--- config.mk ---
export PLATFORM = sky130hd
export DESIGN_NAME = joint_pd_torque_mapper
export DESIGN_NICKNAME = d
export VERILOG_FILES = /design/src/jptm_pkg.sv /design/src/jptm_sequencer.sv /design/src/jptm_datapath.sv /design/src/joint_pd_torque_mapper.sv
export VERILOG_INCLUDE_DIRS = /design/src /design/src/src
export SDC_FILE = /design/constraint.sdc
export NUM_CORES = 2
export LEC_CHECK = 0
export ABC_AREA = 1
export BUFFER_PORTS_ARGS = -buffer_cell sky130_fd_sc_hd__buf_2
export CAP_MARGIN = 20
export CORE_ASPECT_RATIO = 0.7
export CORE_MARGIN = 5
export CORE_UTILIZATION = 43
export DETAILED_ROUTE_END_ITERATION = 10
export PLACE_DENSITY = 0.67
export SLEW_MARGIN = 20
export SYNTH_ARGS = -nofsm -noshare
export SYNTH_HDL_FRONTEND = slang
export SYNTH_SLANG_ARGS = --single-unit
export TNS_END_PERCENT = 1
--- constraint.sdc ---
create_clock -name clk_i -period 10.5 [get_ports clk_i]
set_clock_uncertainty 0.1 [all_clocks]
set_input_delay 1.05 -clock clk_i [delete_from_list [all_inputs] [get_ports clk_i]]
set_output_delay 1.05 -clock clk_i [all_outputs]
set_load 0.05 [all_outputs]
--- src/joint_pd_torque_mapper_macros.svh ---
// Assertion macros for the joint PD torque mapper.
// Included by the top level; no other dependencies.
`ifndef JOINT_PD_TORQUE_MAPPER_MACROS_SVH
`define JOINT_PD_TORQUE_MAPPER_MACROS_SVH

// Check a property on every rising clock edge outside reset.
`define JPTM_ASSERT(name, clk, rst_n, prop) \
  name: assert property (@(posedge clk) disable iff (!rst_n) prop) \
    else $error("%m: property failed");

// Check that a condition never holds outside reset.
`define JPTM_ASSERT_NEVER(name, clk, rst_n, cond) \
  name: assert property (@(posedge clk) disable iff (!rst_n) !(cond)) \
    else $error("%m: forbidden condition seen");

`endif

--- src/jptm_pkg.sv ---
// Shared types, constants and the microcode program of the joint PD torque mapper.
// No dependencies; used by the sequencer, the datapath and the top level.
`timescale 1ns / 1ps
`default_nettype none

package jptm_pkg;

  localparam int JOINTS   = 4;
  localparam int IDX_W    = $clog2(JOINTS);
  localparam int POS_W    = 16;
  localparam int GAIN_W   = 16;
  localparam int ERR_W    = POS_W + 1;
  localparam int IPER_W   = 32;
  localparam int VEL_SHIFT = 16;
  localparam int VEL_W    = 33;
  localparam int FORCE_SHIFT = 6;
  localparam int FORCE_W  = 45;
  localparam int FORCE_LO_W = 23;
  localparam int MUL_A_W  = ERR_W;
  localparam int MUL_B_W  = 34;
  localparam int PROD_W   = MUL_A_W + MUL_B_W;
  localparam int ACC_W    = 64;
  localparam int TORQ_SHIFT = 12;
  localparam int TORQ_W   = 32;
  localparam int CFG_IDX_W = 3;
  localparam int CFG_DATA_W = 64;
  localparam int PC_W     = 4;

  localparam logic [IDX_W-1:0] IDX_LAST = IDX_W'(JOINTS - 1);

  localparam logic [CFG_DATA_W-1:0] KP_RESET   = 64'h2800_1400_5000_5000;
  localparam logic [CFG_DATA_W-1:0] KV_RESET   = 64'h0066_0066_0066_0066;
  localparam logic [IPER_W-1:0]     IPER_RESET = 32'h03E8_0000;

  localparam logic signed [ACC_W-1:0] SAT_HI = 64'sh0000_0000_7FFF_FFFF;
  localparam logic signed [ACC_W-1:0] SAT_LO = 64'shFFFF_FFFF_8000_0000;

  localparam logic [CFG_IDX_W-1:0] CFG_KP   = 3'd0;
  localparam logic [CFG_IDX_W-1:0] CFG_KV   = 3'd1;
  localparam logic [CFG_IDX_W-1:0] CFG_IPER = 3'd2;
  localparam logic [CFG_IDX_W-1:0] CFG_COL0 = 3'd3;
  localparam logic [CFG_IDX_W-1:0] CFG_COL1 = 3'd4;
  localparam logic [CFG_IDX_W-1:0] CFG_COL2 = 3'd5;
  localparam logic [CFG_IDX_W-1:0] CFG_COL3 = 3'd6;

  typedef enum logic [2:0] {
    MUL_NONE,
    MUL_DIP,
    MUL_KPE,
    MUL_KVV,
    MUL_CFH,
    MUL_CFL
  } mul_op_e;

  typedef enum logic [2:0] {
    ACC_HOLD,
    ACC_CLR,
    ACC_LOAD,
    ACC_ADD,
    ACC_ADD_HI
  } acc_op_e;

  typedef enum logic [2:0] {
    WR_NONE,
    WR_VEL,
    WR_FORCE,
    WR_TORQUE,
    WR_OUT
  } wr_op_e;

  typedef enum logic [1:0] {
    JMP_NEXT,
    JMP_JLOOP,
    JMP_ILOOP,
    JMP_END
  } jmp_e;

  typedef struct packed {
    mul_op_e         mul;
    acc_op_e         acc;
    wr_op_e          wr;
    jmp_e            jmp;
    logic [PC_W-1:0] target;
  } uword_t;

  typedef struct packed {
    logic             run;
    mul_op_e          mul;
    acc_op_e          acc;
    wr_op_e           wr;
    logic [IDX_W-1:0] j;
    logic [IDX_W-1:0] i;
  } ctl_t;

  localparam uword_t UWORD_NOP = '{
    mul: MUL_NONE, acc: ACC_HOLD, wr: WR_NONE, jmp: JMP_NEXT, target: '0
  };

  localparam logic [PC_W-1:0] PC_VEL   = 4'd0;
  localparam logic [PC_W-1:0] PC_KP    = 4'd1;
  localparam logic [PC_W-1:0] PC_KV    = 4'd2;
  localparam logic [PC_W-1:0] PC_FORCE = 4'd3;
  localparam logic [PC_W-1:0] PC_MCLR  = 4'd4;
  localparam logic [PC_W-1:0] PC_MHI   = 4'd5;
  localparam logic [PC_W-1:0] PC_MLO   = 4'd6;
  localparam logic [PC_W-1:0] PC_MTAIL = 4'd7;
  localparam logic [PC_W-1:0] PC_MOUT  = 4'd8;
  localparam logic [PC_W-1:0] PC_DONE  = 4'd9;

  function automatic uword_t ucode(input logic [PC_W-1:0] pc);
    uword_t w;
    w = UWORD_NOP;
    case (pc)
      PC_VEL: begin
        w.mul = MUL_DIP;
      end
      PC_KP: begin
        w.mul = MUL_KPE;
        w.wr  = WR_VEL;
      end
      PC_KV: begin
        w.mul = MUL_KVV;
        w.acc = ACC_LOAD;
      end
      PC_FORCE: begin
        w.wr     = WR_FORCE;
        w.jmp    = JMP_JLOOP;
        w.target = PC_VEL;
      end
      PC_MCLR: begin
        w.acc = ACC_CLR;
      end
      PC_MHI: begin
        w.mul = MUL_CFH;
        w.acc = ACC_ADD;
      end
      PC_MLO: begin
        w.mul    = MUL_CFL;
        w.acc    = ACC_ADD_HI;
        w.jmp    = JMP_JLOOP;
        w.target = PC_MHI;
      end
      PC_MTAIL: begin
        w.acc = ACC_ADD;
      end
      PC_MOUT: begin
        w.acc    = ACC_CLR;
        w.wr     = WR_TORQUE;
        w.jmp    = JMP_ILOOP;
        w.target = PC_MHI;
      end
      PC_DONE: begin
        w.wr  = WR_OUT;
        w.jmp = JMP_END;
      end
      default: begin
        w.jmp = JMP_END;
      end
    endcase
    return w;
  endfunction

endpackage

`default_nettype wire

--- src/jptm_sequencer.sv ---
// Microcode sequencer: step counter, joint and motor loop indexes, jumps.
// Depends on jptm_pkg for the program table and the control word types.
`timescale 1ns / 1ps
`default_nettype none

module jptm_sequencer (
  input  logic            clk_i,
  input  logic            rst_ni,
  input  logic            start_i,
  input  logic            out_free_i,
  output logic            busy_o,
  output jptm_pkg::ctl_t  ctl_o
);

  logic                         busy_q, busy_d;
  logic [jptm_pkg::PC_W-1:0]    pc_q, pc_d;
  logic [jptm_pkg::IDX_W-1:0]   j_q, j_d;
  logic [jptm_pkg::IDX_W-1:0]   i_q, i_d;
  jptm_pkg::uword_t             word;

  assign word   = jptm_pkg::ucode(pc_q);
  assign busy_o = busy_q;

  always_comb begin
    ctl_o.run = busy_q;
    ctl_o.j   = j_q;
    ctl_o.i   = i_q;
    if (busy_q) begin
      ctl_o.mul = word.mul;
      ctl_o.acc = word.acc;
      if (word.wr == jptm_pkg::WR_OUT && !out_free_i) begin
        ctl_o.wr = jptm_pkg::WR_NONE;
      end else begin
        ctl_o.wr = word.wr;
      end
    end else begin
      ctl_o.mul = jptm_pkg::MUL_NONE;
      ctl_o.acc = jptm_pkg::ACC_HOLD;
      ctl_o.wr  = jptm_pkg::WR_NONE;
    end
  end

  always_comb begin
    busy_d = busy_q;
    pc_d   = pc_q;
    j_d    = j_q;
    i_d    = i_q;
    if (start_i) begin
      busy_d = 1'b1;
      pc_d   = '0;
      j_d    = '0;
      i_d    = '0;
    end else if (busy_q) begin
      case (word.jmp)
        jptm_pkg::JMP_NEXT: begin
          pc_d = pc_q + jptm_pkg::PC_W'(1);
        end
        jptm_pkg::JMP_JLOOP: begin
          if (j_q != jptm_pkg::IDX_LAST) begin
            j_d  = j_q + jptm_pkg::IDX_W'(1);
            pc_d = word.target;
          end else begin
            j_d  = '0;
            pc_d = pc_q + jptm_pkg::PC_W'(1);
          end
        end
        jptm_pkg::JMP_ILOOP: begin
          if (i_q != jptm_pkg::IDX_LAST) begin
            i_d  = i_q + jptm_pkg::IDX_W'(1);
            pc_d = word.target;
          end else begin
            i_d  = '0;
            pc_d = pc_q + jptm_pkg::PC_W'(1);
          end
        end
        jptm_pkg::JMP_END: begin
          if (out_free_i) begin
            busy_d = 1'b0;
            pc_d   = '0;
          end
        end
        default: begin
          busy_d = 1'b0;
          pc_d   = '0;
        end
      endcase
    end
  end

  always_ff @(posedge clk_i or negedge rst_ni) begin
    if (!rst_ni) begin
      busy_q <= 1'b0;
      pc_q   <= '0;
      j_q    <= '0;
      i_q    <= '0;
    end else begin
      busy_q <= busy_d;
      pc_q   <= pc_d;
      j_q    <= j_d;
      i_q    <= i_d;
    end
  end

endmodule

`default_nettype wire

--- src/jptm_datapath.sv ---
// Datapath: config registers, one shared 17x34 multiplier, accumulator, joint state.
// Depends on jptm_pkg; driven by the control word of jptm_sequencer.
`timescale 1ns / 1ps
`default_nettype none

module jptm_datapath (
  input  logic                                   clk_i,
  input  logic                                   rst_ni,
  input  jptm_pkg::ctl_t                         ctl_i,
  input  logic                                   in_accept_i,
  input  logic signed [jptm_pkg::POS_W-1:0]      meas_i [jptm_pkg::JOINTS],
  input  logic signed [jptm_pkg::POS_W-1:0]      targ_i [jptm_pkg::JOINTS],
  input  logic                                   cfg_we_i,
  input  logic [jptm_pkg::CFG_IDX_W-1:0]         cfg_index_i,
  input  logic [jptm_pkg::CFG_DATA_W-1:0]        cfg_data_i,
  input  logic                                   out_ready_i,
  output logic                                   out_valid_o,
  output logic signed [jptm_pkg::TORQ_W-1:0]     torque_o [jptm_pkg::JOINTS]
);

  logic [jptm_pkg::CFG_DATA_W-1:0]           kp_q, kv_q;
  logic [jptm_pkg::IPER_W-1:0]               iper_q;
  logic [jptm_pkg::CFG_DATA_W-1:0]           col_q [jptm_pkg::JOINTS];

  logic signed [jptm_pkg::POS_W-1:0]         meas_q [jptm_pkg::JOINTS];
  logic signed [jptm_pkg::POS_W-1:0]         targ_q [jptm_pkg::JOINTS];
  logic signed [jptm_pkg::POS_W-1:0]         prev_q [jptm_pkg::JOINTS];
  logic                                      have_prev_q;

  logic signed [jptm_pkg::VEL_W-1:0]         vel_q;
  logic signed [jptm_pkg::FORCE_W-1:0]       force_q [jptm_pkg::JOINTS];
  logic signed [jptm_pkg::PROD_W-1:0]        prod_q;
  logic signed [jptm_pkg::ACC_W-1:0]         acc_q, acc_d;
  logic signed [jptm_pkg::TORQ_W-1:0]        torque_q [jptm_pkg::JOINTS];
  logic signed [jptm_pkg::TORQ_W-1:0]        out_q [jptm_pkg::JOINTS];
  logic                                      out_valid_q;

  logic signed [jptm_pkg::POS_W-1:0]         meas_j, targ_j, prev_j, coef;
  logic [jptm_pkg::GAIN_W-1:0]               kp_lane, kv_lane;
  logic signed [jptm_pkg::ERR_W-1:0]         err_j, delta_j;
  logic signed [jptm_pkg::FORCE_W-1:0]       force_j;
  logic signed [jptm_pkg::MUL_A_W-1:0]       mul_a;
  logic signed [jptm_pkg::MUL_B_W-1:0]       mul_b;
  logic signed [jptm_pkg::PROD_W-1:0]        mul_p;
  logic signed [jptm_pkg::ACC_W-1:0]         prod_ext, diff, acc_sh;
  logic signed [jptm_pkg::TORQ_W-1:0]        torque_sat;

  assign meas_j  = meas_q[ctl_i.j];
  assign targ_j  = targ_q[ctl_i.j];
  assign prev_j  = prev_q[ctl_i.j];
  assign force_j = force_q[ctl_i.j];
  assign kp_lane = kp_q[jptm_pkg::GAIN_W*ctl_i.j +: jptm_pkg::GAIN_W];
  assign kv_lane = kv_q[jptm_pkg::GAIN_W*ctl_i.j +: jptm_pkg::GAIN_W];
  assign coef    = $signed(col_q[ctl_i.i][jptm_pkg::GAIN_W*ctl_i.j +: jptm_pkg::GAIN_W]);

  assign err_j   = jptm_pkg::ERR_W'(targ_j) - jptm_pkg::ERR_W'(meas_j);
  assign delta_j = have_prev_q ? (jptm_pkg::ERR_W'(meas_j) - jptm_pkg::ERR_W'(prev_j)) : '0;

  always_comb begin
    case (ctl_i.mul)
      jptm_pkg::MUL_DIP: begin
        mul_a = delta_j;
        mul_b = $signed({{(jptm_pkg::MUL_B_W-jptm_pkg::IPER_W){1'b0}}, iper_q});
      end
      jptm_pkg::MUL_KPE: begin
        mul_a = $signed({1'b0, kp_lane});
        mul_b = jptm_pkg::MUL_B_W'(err_j);
      end
      jptm_pkg::MUL_KVV: begin
        mul_a = $signed({1'b0, kv_lane});
        mul_b = jptm_pkg::MUL_B_W'(vel_q);
      end
      jptm_pkg::MUL_CFH: begin
        mul_a = jptm_pkg::MUL_A_W'(coef);
        mul_b = jptm_pkg::MUL_B_W'(
                  $signed(force_j[jptm_pkg::FORCE_W-1:jptm_pkg::FORCE_LO_W]));
      end
      jptm_pkg::MUL_CFL: begin
        mul_a = jptm_pkg::MUL_A_W'(coef);
        mul_b = $signed({{(jptm_pkg::MUL_B_W-jptm_pkg::FORCE_LO_W){1'b0}},
                         force_j[jptm_pkg::FORCE_LO_W-1:0]});
      end
      default: begin
        mul_a = '0;
        mul_b = '0;
      end
    endcase
  end

  assign mul_p    = mul_a * mul_b;
  assign prod_ext = jptm_pkg::ACC_W'(prod_q);
  assign diff     = acc_q - prod_ext;
  assign acc_sh   = acc_q >>> jptm_pkg::TORQ_SHIFT;

  always_comb begin
    if (acc_sh > jptm_pkg::SAT_HI) begin
      torque_sat = jptm_pkg::TORQ_W'(jptm_pkg::SAT_HI);
    end else if (acc_sh < jptm_pkg::SAT_LO) begin
      torque_sat = jptm_pkg::TORQ_W'(jptm_pkg::SAT_LO);
    end else begin
      torque_sat = acc_sh[jptm_pkg::TORQ_W-1:0];
    end
  end

  always_comb begin
    case (ctl_i.acc)
      jptm_pkg::ACC_CLR:    acc_d = '0;
      jptm_pkg::ACC_LOAD:   acc_d = prod_ext;
      jptm_pkg::ACC_ADD:    acc_d = acc_q + prod_ext;
      jptm_pkg::ACC_ADD_HI: acc_d = acc_q + (prod_ext <<< jptm_pkg::FORCE_LO_W);
      default:              acc_d = acc_q;
    endcase
  end

  // config registers and control state
  always_ff @(posedge clk_i or negedge rst_ni) begin
    if (!rst_ni) begin
      kp_q        <= jptm_pkg::KP_RESET;
      kv_q        <= jptm_pkg::KV_RESET;
      iper_q      <= jptm_pkg::IPER_RESET;
      col_q       <= '{default: '0};
      prev_q      <= '{default: '0};
      have_prev_q <= 1'b0;
      out_valid_q <= 1'b0;
    end else begin
      if (cfg_we_i) begin
        case (cfg_index_i)
          jptm_pkg::CFG_KP:   kp_q     <= cfg_data_i;
          jptm_pkg::CFG_KV:   kv_q     <= cfg_data_i;
          jptm_pkg::CFG_IPER: iper_q   <= cfg_data_i[jptm_pkg::IPER_W-1:0];
          jptm_pkg::CFG_COL0: col_q[0] <= cfg_data_i;
          jptm_pkg::CFG_COL1: col_q[1] <= cfg_data_i;
          jptm_pkg::CFG_COL2: col_q[2] <= cfg_data_i;
          jptm_pkg::CFG_COL3: col_q[3] <= cfg_data_i;
          default: begin
          end
        endcase
      end
      if (ctl_i.wr == jptm_pkg::WR_FORCE) begin
        prev_q[ctl_i.j] <= meas_j;
      end
      if (ctl_i.wr == jptm_pkg::WR_OUT) begin
        have_prev_q <= 1'b1;
        out_valid_q <= 1'b1;
      end else if (out_ready_i) begin
        out_valid_q <= 1'b0;
      end
    end
  end

  // payload and working registers
  always_ff @(posedge clk_i) begin
    if (in_accept_i) begin
      meas_q <= meas_i;
      targ_q <= targ_i;
    end
    prod_q <= mul_p;
    acc_q  <= acc_d;
    case (ctl_i.wr)
      jptm_pkg::WR_VEL: begin
        vel_q <= $signed(prod_q[jptm_pkg::VEL_SHIFT +: jptm_pkg::VEL_W]);
      end
      jptm_pkg::WR_FORCE: begin
        force_q[ctl_i.j] <= $signed(diff[jptm_pkg::FORCE_SHIFT +: jptm_pkg::FORCE_W]);
      end
      jptm_pkg::WR_TORQUE: begin
        torque_q[ctl_i.i] <= torque_sat;
      end
      jptm_pkg::WR_OUT: begin
        out_q <= torque_q;
      end
      default: begin
      end
    endcase
  end

  assign out_valid_o = out_valid_q;
  assign torque_o    = out_q;

endmodule

`default_nettype wire

--- src/joint_pd_torque_mapper.sv ---
// Joint PD controller with transposed transmission mapping; top level.
// Uses jptm_pkg, jptm_sequencer, jptm_datapath and the assertion macro header.
// Each request runs a microcode program on one shared 17x34 multiplier:
// 4 steps per joint, 10 per motor, plus clear and output steps. The output step waits until
// the previous result has been taken; a new request is taken only while the sequencer is idle.
// Reset (async, active low): sequencer idle, no result, previous positions zero, config defaults.
`timescale 1ns / 1ps
`default_nettype none
`include "joint_pd_torque_mapper_macros.svh"

module joint_pd_torque_mapper (
  input  logic                                clk_i,
  input  logic                                rst_ni,
  input  logic                                in_valid_i,
  output logic                                in_ready_o,
  input  logic signed [jptm_pkg::POS_W-1:0]   measured_pos_0_i,
  input  logic signed [jptm_pkg::POS_W-1:0]   measured_pos_1_i,
  input  logic signed [jptm_pkg::POS_W-1:0]   measured_pos_2_i,
  input  logic signed [jptm_pkg::POS_W-1:0]   measured_pos_3_i,
  input  logic signed [jptm_pkg::POS_W-1:0]   target_pos_0_i,
  input  logic signed [jptm_pkg::POS_W-1:0]   target_pos_1_i,
  input  logic signed [jptm_pkg::POS_W-1:0]   target_pos_2_i,
  input  logic signed [jptm_pkg::POS_W-1:0]   target_pos_3_i,
  output logic                                out_valid_o,
  input  logic                                out_ready_i,
  output logic signed [jptm_pkg::TORQ_W-1:0]  motor_torque_0_o,
  output logic signed [jptm_pkg::TORQ_W-1:0]  motor_torque_1_o,
  output logic signed [jptm_pkg::TORQ_W-1:0]  motor_torque_2_o,
  output logic signed [jptm_pkg::TORQ_W-1:0]  motor_torque_3_o,
  input  logic                                cfg_valid_i,
  output logic                                cfg_ready_o,
  input  logic [jptm_pkg::CFG_IDX_W-1:0]      cfg_index_i,
  input  logic [jptm_pkg::CFG_DATA_W-1:0]     cfg_data_i
);

  logic                                 busy;
  logic                                 in_accept;
  logic                                 out_free;
  jptm_pkg::ctl_t                       ctl;
  logic signed [jptm_pkg::POS_W-1:0]    meas [jptm_pkg::JOINTS];
  logic signed [jptm_pkg::POS_W-1:0]    targ [jptm_pkg::JOINTS];
  logic signed [jptm_pkg::TORQ_W-1:0]   torque [jptm_pkg::JOINTS];

  assign in_ready_o  = !busy;
  assign in_accept   = in_valid_i && in_ready_o;
  assign out_free    = !out_valid_o || out_ready_i;
  assign cfg_ready_o = 1'b1;

  assign meas[0] = measured_pos_0_i;
  assign meas[1] = measured_pos_1_i;
  assign meas[2] = measured_pos_2_i;
  assign meas[3] = measured_pos_3_i;
  assign targ[0] = target_pos_0_i;
  assign targ[1] = target_pos_1_i;
  assign targ[2] = target_pos_2_i;
  assign targ[3] = target_pos_3_i;

  assign motor_torque_0_o = torque[0];
  assign motor_torque_1_o = torque[1];
  assign motor_torque_2_o = torque[2];
  assign motor_torque_3_o = torque[3];

  jptm_sequencer u_seq (
    .clk_i      (clk_i),
    .rst_ni     (rst_ni),
    .start_i    (in_accept),
    .out_free_i (out_free),
    .busy_o     (busy),
    .ctl_o      (ctl)
  );

  jptm_datapath u_dp (
    .clk_i       (clk_i),
    .rst_ni      (rst_ni),
    .ctl_i       (ctl),
    .in_accept_i (in_accept),
    .meas_i      (meas),
    .targ_i      (targ),
    .cfg_we_i    (cfg_valid_i && cfg_ready_o),
    .cfg_index_i (cfg_index_i),
    .cfg_data_i  (cfg_data_i),
    .out_ready_i (out_ready_i),
    .out_valid_o (out_valid_o),
    .torque_o    (torque)
  );

  `JPTM_ASSERT(a_accept_busy, clk_i, rst_ni, in_valid_i && in_ready_o |=> !in_ready_o)
  `JPTM_ASSERT_NEVER(a_no_overwrite, clk_i, rst_ni, ctl.wr == jptm_pkg::WR_OUT && out_valid_o && !out_ready_i)
  `JPTM_ASSERT(a_done_has_result, clk_i, rst_ni, $fell(ctl.run) |-> out_valid_o)

endmodule

`default_nettype wire
==> insert_results.sql <==
INSERT INTO impl_metrics (metric_group, metric, value, unit) VALUES
('worst_setup_path', 'worst_reg2reg_path_depth', '31', ''),
('die', 'fp.coreArea', '0.188', 'mm^2'),
('synth', 'post_synth_and_or_nand_nor_area_fraction', '18.2', '%'),
('worst_setup_path', 'timing.setup.critical_path_class', 'flip-flop to flip-flop', ''),
('die', 'dieWidth', '531', 'um'),
('global_routing', 'all_layer_gr_usage', '30.1', '%'),
('synth', 'number_of_instances_in_the_synthesized_netlist', '9750', ''),
('clock_tree', 'cts_htree_levels', '3', ''),
('worst_setup_path', 'reg2reg_from', 'u_seq.j_q[0]', ''),
('worst_setup_path', 'start_kind', 'flip-flop', ''),
('worst_setup_path', 'worst-path-buf-inv', '9', ''),
('synth', 'mappedNetlistArea', '0.0817', 'mm^2'),
('placed_design', 'dp_hpwl', '236000', 'um'),
('clock_tree', 'clockBufferDepth', '3', ''),
('global_routing', 'globalRoute.totalOverflow', '0', ''),
('placed_design', 'place_ws', '0.491', 'ns'),
('synth', 'synth-seq-cells', '1203', ''),
('synth', 'yosys_warnings', '0', ''),
('clock_tree', 'clock_latency', '0.83', 'ns'),
('timing', 'tns', '0', 'ns'),
('route', 'avgViaCountPerCell', '5.60', ''),
('clock_tree', 'cts-buffers-inserted', '117', ''),
('final_layout', 'post_route_cells_drive_above_1_share', '8.02', '%'),
('synth', 'share_of_cell_area_taken_by_muxes_after_synthesis', '0', '%'),
('clock_tree', 'cts_root_buffer', 'sky130_fd_sc_hd__clkbuf_16', ''),
('synth', 'post_synthesis_net_count', '10810', ''),
('final_layout', 'multiInputGateArea', '0.0407', 'mm^2'),
('outcome', 'status', 'finished, final reports clean', ''),
('synth', 'synthDistinctLibCells', '59', ''),
('final_layout', 'area.growth.synth_to_final', '10.8', '%'),
('timing', 'final_hold_viol_count', '0', ''),
('global_routing', 'pin_count_of_the_biggest_net_entering_global_routing', '188', ''),
('placed_design', 'count_of_buffers_inserted_at_the_top_level_ports', '329', ''),
('timing', 'count_of_final_max_slew_check_failures', '0', ''),
('synth', 'synth.yosys.seq_area_share', '40.6', '%'),
('clock_tree', 'cts.sinks', '1203', ''),
('timing', 'timing.fmax', '99.5', 'MHz'),
('synth', 'adder_cell_share_of_the_synthesized_area', '18.2', '%'),
('synth', 'synth_area_per_cell', '8.38', 'um^2'),
('clock_tree', 'postCtsSetupRepairBufs', '0', ''),
('die', 'placementRows', '133', ''),
('synth', 'async_reset_ff_share', '40.8', '%'),
('timing', 'postLayoutSetupSlackWorst', '0.447', 'ns'),
('clock_tree', 'clock_tree_from_tritoncts', 'done', ''),
('worst_setup_path', 'r2r_end', 'u_dp.prod_q[50]', ''),
('worst_setup_path', 'ff2ff_setup_slack', '0.45', 'ns'),
('route', 'post-route-drc-count', '0', ''),
('synth', 'edff_count_synth', '661', ''),
('clock_tree', 'ctsHoldBuffers', '0', ''),
('synth', 'ys.flop_type', 'sky130_fd_sc_hd__edfxtp_1', ''),
('clock_tree', 'clk_pin_slew_worst_paths', '0.07', 'ns'),
('route', 'drt.antenna.violating_nets', '0', ''),
('final_layout', 'layout.cells.most_common', 'sky130_fd_sc_hd__nand2_1', ''),
('route', 'detail_route.first_pass.iterations', '6', ''),
('placed_design', 'weighted_congestion_at_the_end_of_routability_driven_global_placement', '1.04', ''),
('timing', 'finalCriticalPeriod', '10.05', 'ns'),
('die', 'num_io_pins', '331', ''),
('synth', 'synth_xor_area_share', '1.19', '%'),
('timing', 'max-slew-margin-rel', '18.7', '%'),
('final_layout', 'most-common-layout-cells', '2,212 x sky130_fd_sc_hd__nand2_1, 1,622 x sky130_fd_sc_hd__inv_1, 919 x sky130_fd_sc_hd__o21ai_0', ''),
('global_routing', 'grt_pass1_vias', '66214', ''),
('route', 'routed_wire_length_per_instance', '24.1', 'um'),
('timing', 'final_worst_path_cycle_share', '95.7', '%'),
('worst_setup_path', 'setup.worst_path.end_class', 'flip-flop', ''),
('die', 'die-area', '0.199', 'mm^2'),
('worst_setup_path', 'cpMaxStageDelayCell', 'sky130_fd_sc_hd__dfrtp_4', ''),
('timing', 'final_setup_violation_count', '0', ''),
('die', 'die_y', '375', 'um'),
('worst_setup_path', 'cpPeakStageDelay', '0.68', 'ns'),
('timing', 'worst-slew-pin-transition', '1.21', 'ns'),
('worst_setup_path', 'cp.arrival', '10.65', 'ns');
-- what timing repair did --
action	in CTS	in global routing
resized for setup	0	2
setup endpoints to repair	0	10
hold endpoints to repair	0	0
-- cells in the mapped netlist, types with 18 or more instances --
| library cell | instances | area share (%) |
|---|---|---|
| sky130_fd_sc_hd__nand2_1 | 2218 | 10 |
| sky130_fd_sc_hd__inv_1 | 1627 | 7.5 |
| sky130_fd_sc_hd__o21ai_0 | 923 | 5.7 |
| sky130_fd_sc_hd__nor2_1 | 863 | 4.0 |
| sky130_fd_sc_hd__edfxtp_1 | 661 | 24 |
| sky130_fd_sc_hd__a21oi_1 | 652 | 4.0 |
| sky130_fd_sc_hd__fa_1 | 546 | 13 |
| sky130_fd_sc_hd__dfrtp_1 | 461 | 14 |
| sky130_fd_sc_hd__nand3_1 | 428 | 2.6 |
| sky130_fd_sc_hd__ha_1 | 314 | 4.8 |
| sky130_fd_sc_hd__clkbuf_1 | 241 | 1.1 |
| sky130_fd_sc_hd__buf_2 | 101 | 0.62 |
| sky130_fd_sc_hd__xor2_1 | 88 | 0.94 |
| sky130_fd_sc_hd__a22oi_1 | 56 | 0.51 |
| sky130_fd_sc_hd__dfxtp_1 | 51 | 1.2 |
| sky130_fd_sc_hd__nand4_1 | 50 | 0.38 |
| sky130_fd_sc_hd__nor3_1 | 49 | 0.30 |
| sky130_fd_sc_hd__o22ai_1 | 47 | 0.36 |
| sky130_fd_sc_hd__dfstp_2 | 30 | 0.96 |
| sky130_fd_sc_hd__o21bai_1 | 28 | 0.26 |
| sky130_fd_sc_hd__buf_4 | 25 | 0.23 |
| sky130_fd_sc_hd__xnor2_1 | 23 | 0.25 |
| sky130_fd_sc_hd__buf_1 | 22 | 0.10 |
| sky130_fd_sc_hd__inv_2 | 21 | 0.096 |
| sky130_fd_sc_hd__a32oi_1 | 18 | 0.19 |
| sky130_fd_sc_hd__o211ai_1 | 18 | 0.17 |
| sky130_fd_sc_hd__o21ai_1 | 18 | 0.11 |
-- state kept, by name, summed over array words and instances (netlist names), 51 cells and up --
| name | count |
|---|---|
| u_dp.col_q | 256 |
| u_dp.force_q | 180 |
| u_dp.torque_o | 128 |
| u_dp.torque_q | 128 |
| u_dp.acc_q | 64 |
| u_dp.kp_q | 64 |
| u_dp.kv_q | 64 |
| u_dp.meas_q | 64 |
| u_dp.prev_q | 64 |
| u_dp.targ_q | 64 |
| u_dp.prod_q | 51 |
-- cell type report --
type | count | share of cell area [%]
antenna | 11 | 0.0304
clock buffer | 135 | 3.40
clock inverter | 89 | 1.37
inverter | 1649 | 6.86
multi-input combinational | 6500 | 45.0
sequential | 1203 | 36.7
tap | 2497 | 3.45
timing repair buffer | 486 | 3.26
-- cell families after synthesis --
kind of cell / count (synthesis)
buffers and inverters: 2047
other: 1
and+or+nand+nor: 3680
AOI/OAI and AO/OA: 1848
adders and majority gates: 860
xor gates and xnor gates: 111
DFF: 1203
-- through the flow --
step | hold WS, ns | area, um^2 | util, % | cells
after floorplan | 0.300 | 81700 | - | 9750
after global placement | 0.301 | 86100 | 45.7 | 12333
after detailed placement | 0.305 | 86100 | 45.7 | 12333
after CTS | 0.117 | 90500 | 48.0 | 12557
after global routing | 0.163 | 90500 | 48.1 | 12559
final | 0.133 | 90500 | 48.1 | 12570
-- layer usage --
layer / vias up / wire length (um) / part of all wire, % / global-route usage [%]
met4: 16 / 6550 / 2.2 / 6.38
met2: 3791 / 116000 / 38 / 39.3
met3: 374 / 40700 / 13 / 9.55
met5: - / 370 / 0.12 / 0
li1: 31576 / - / - / -
met1: 34622 / 140000 / 46 / 47.8
-- how the worst max path moves through the flow --
stage	startpoint	to	cells past startpoint
6_report	u_seq.j_q[0]	u_dp.prod_q[50]	31
4_1_cts	u_seq.j_q[0]	u_dp.prod_q[35]	32
3_3_place_gp	u_seq.j_q[0]	u_dp.prod_q[35]	32
3_5_place_dp	u_seq.j_q[0]	u_dp.prod_q[35]	32
5_1_grt	u_seq.j_q[0]	u_dp.prod_q[50]	31
2_1_floorplan	u_seq.j_q[1]	u_dp.prod_q[39]	37
-- worst reg2reg max path: cells and delay by family (launching register included) --
family | cells | cell delay [ns]
XOR/XNOR | 2 | 0.32
AO/OA/AOI/OAI | 7 | 2.17
adder cells (fa/ha/maj) | 9 | 4.33
AND/OR/NAND/NOR | 4 | 0.69
buffers and inverters | 9 | 1.66
flip-flops | 1 | 0.68
Power is left out: the tool's default activity adds up to more than one toggle a clock period on the data nets, which glitch-free logic cannot reach.
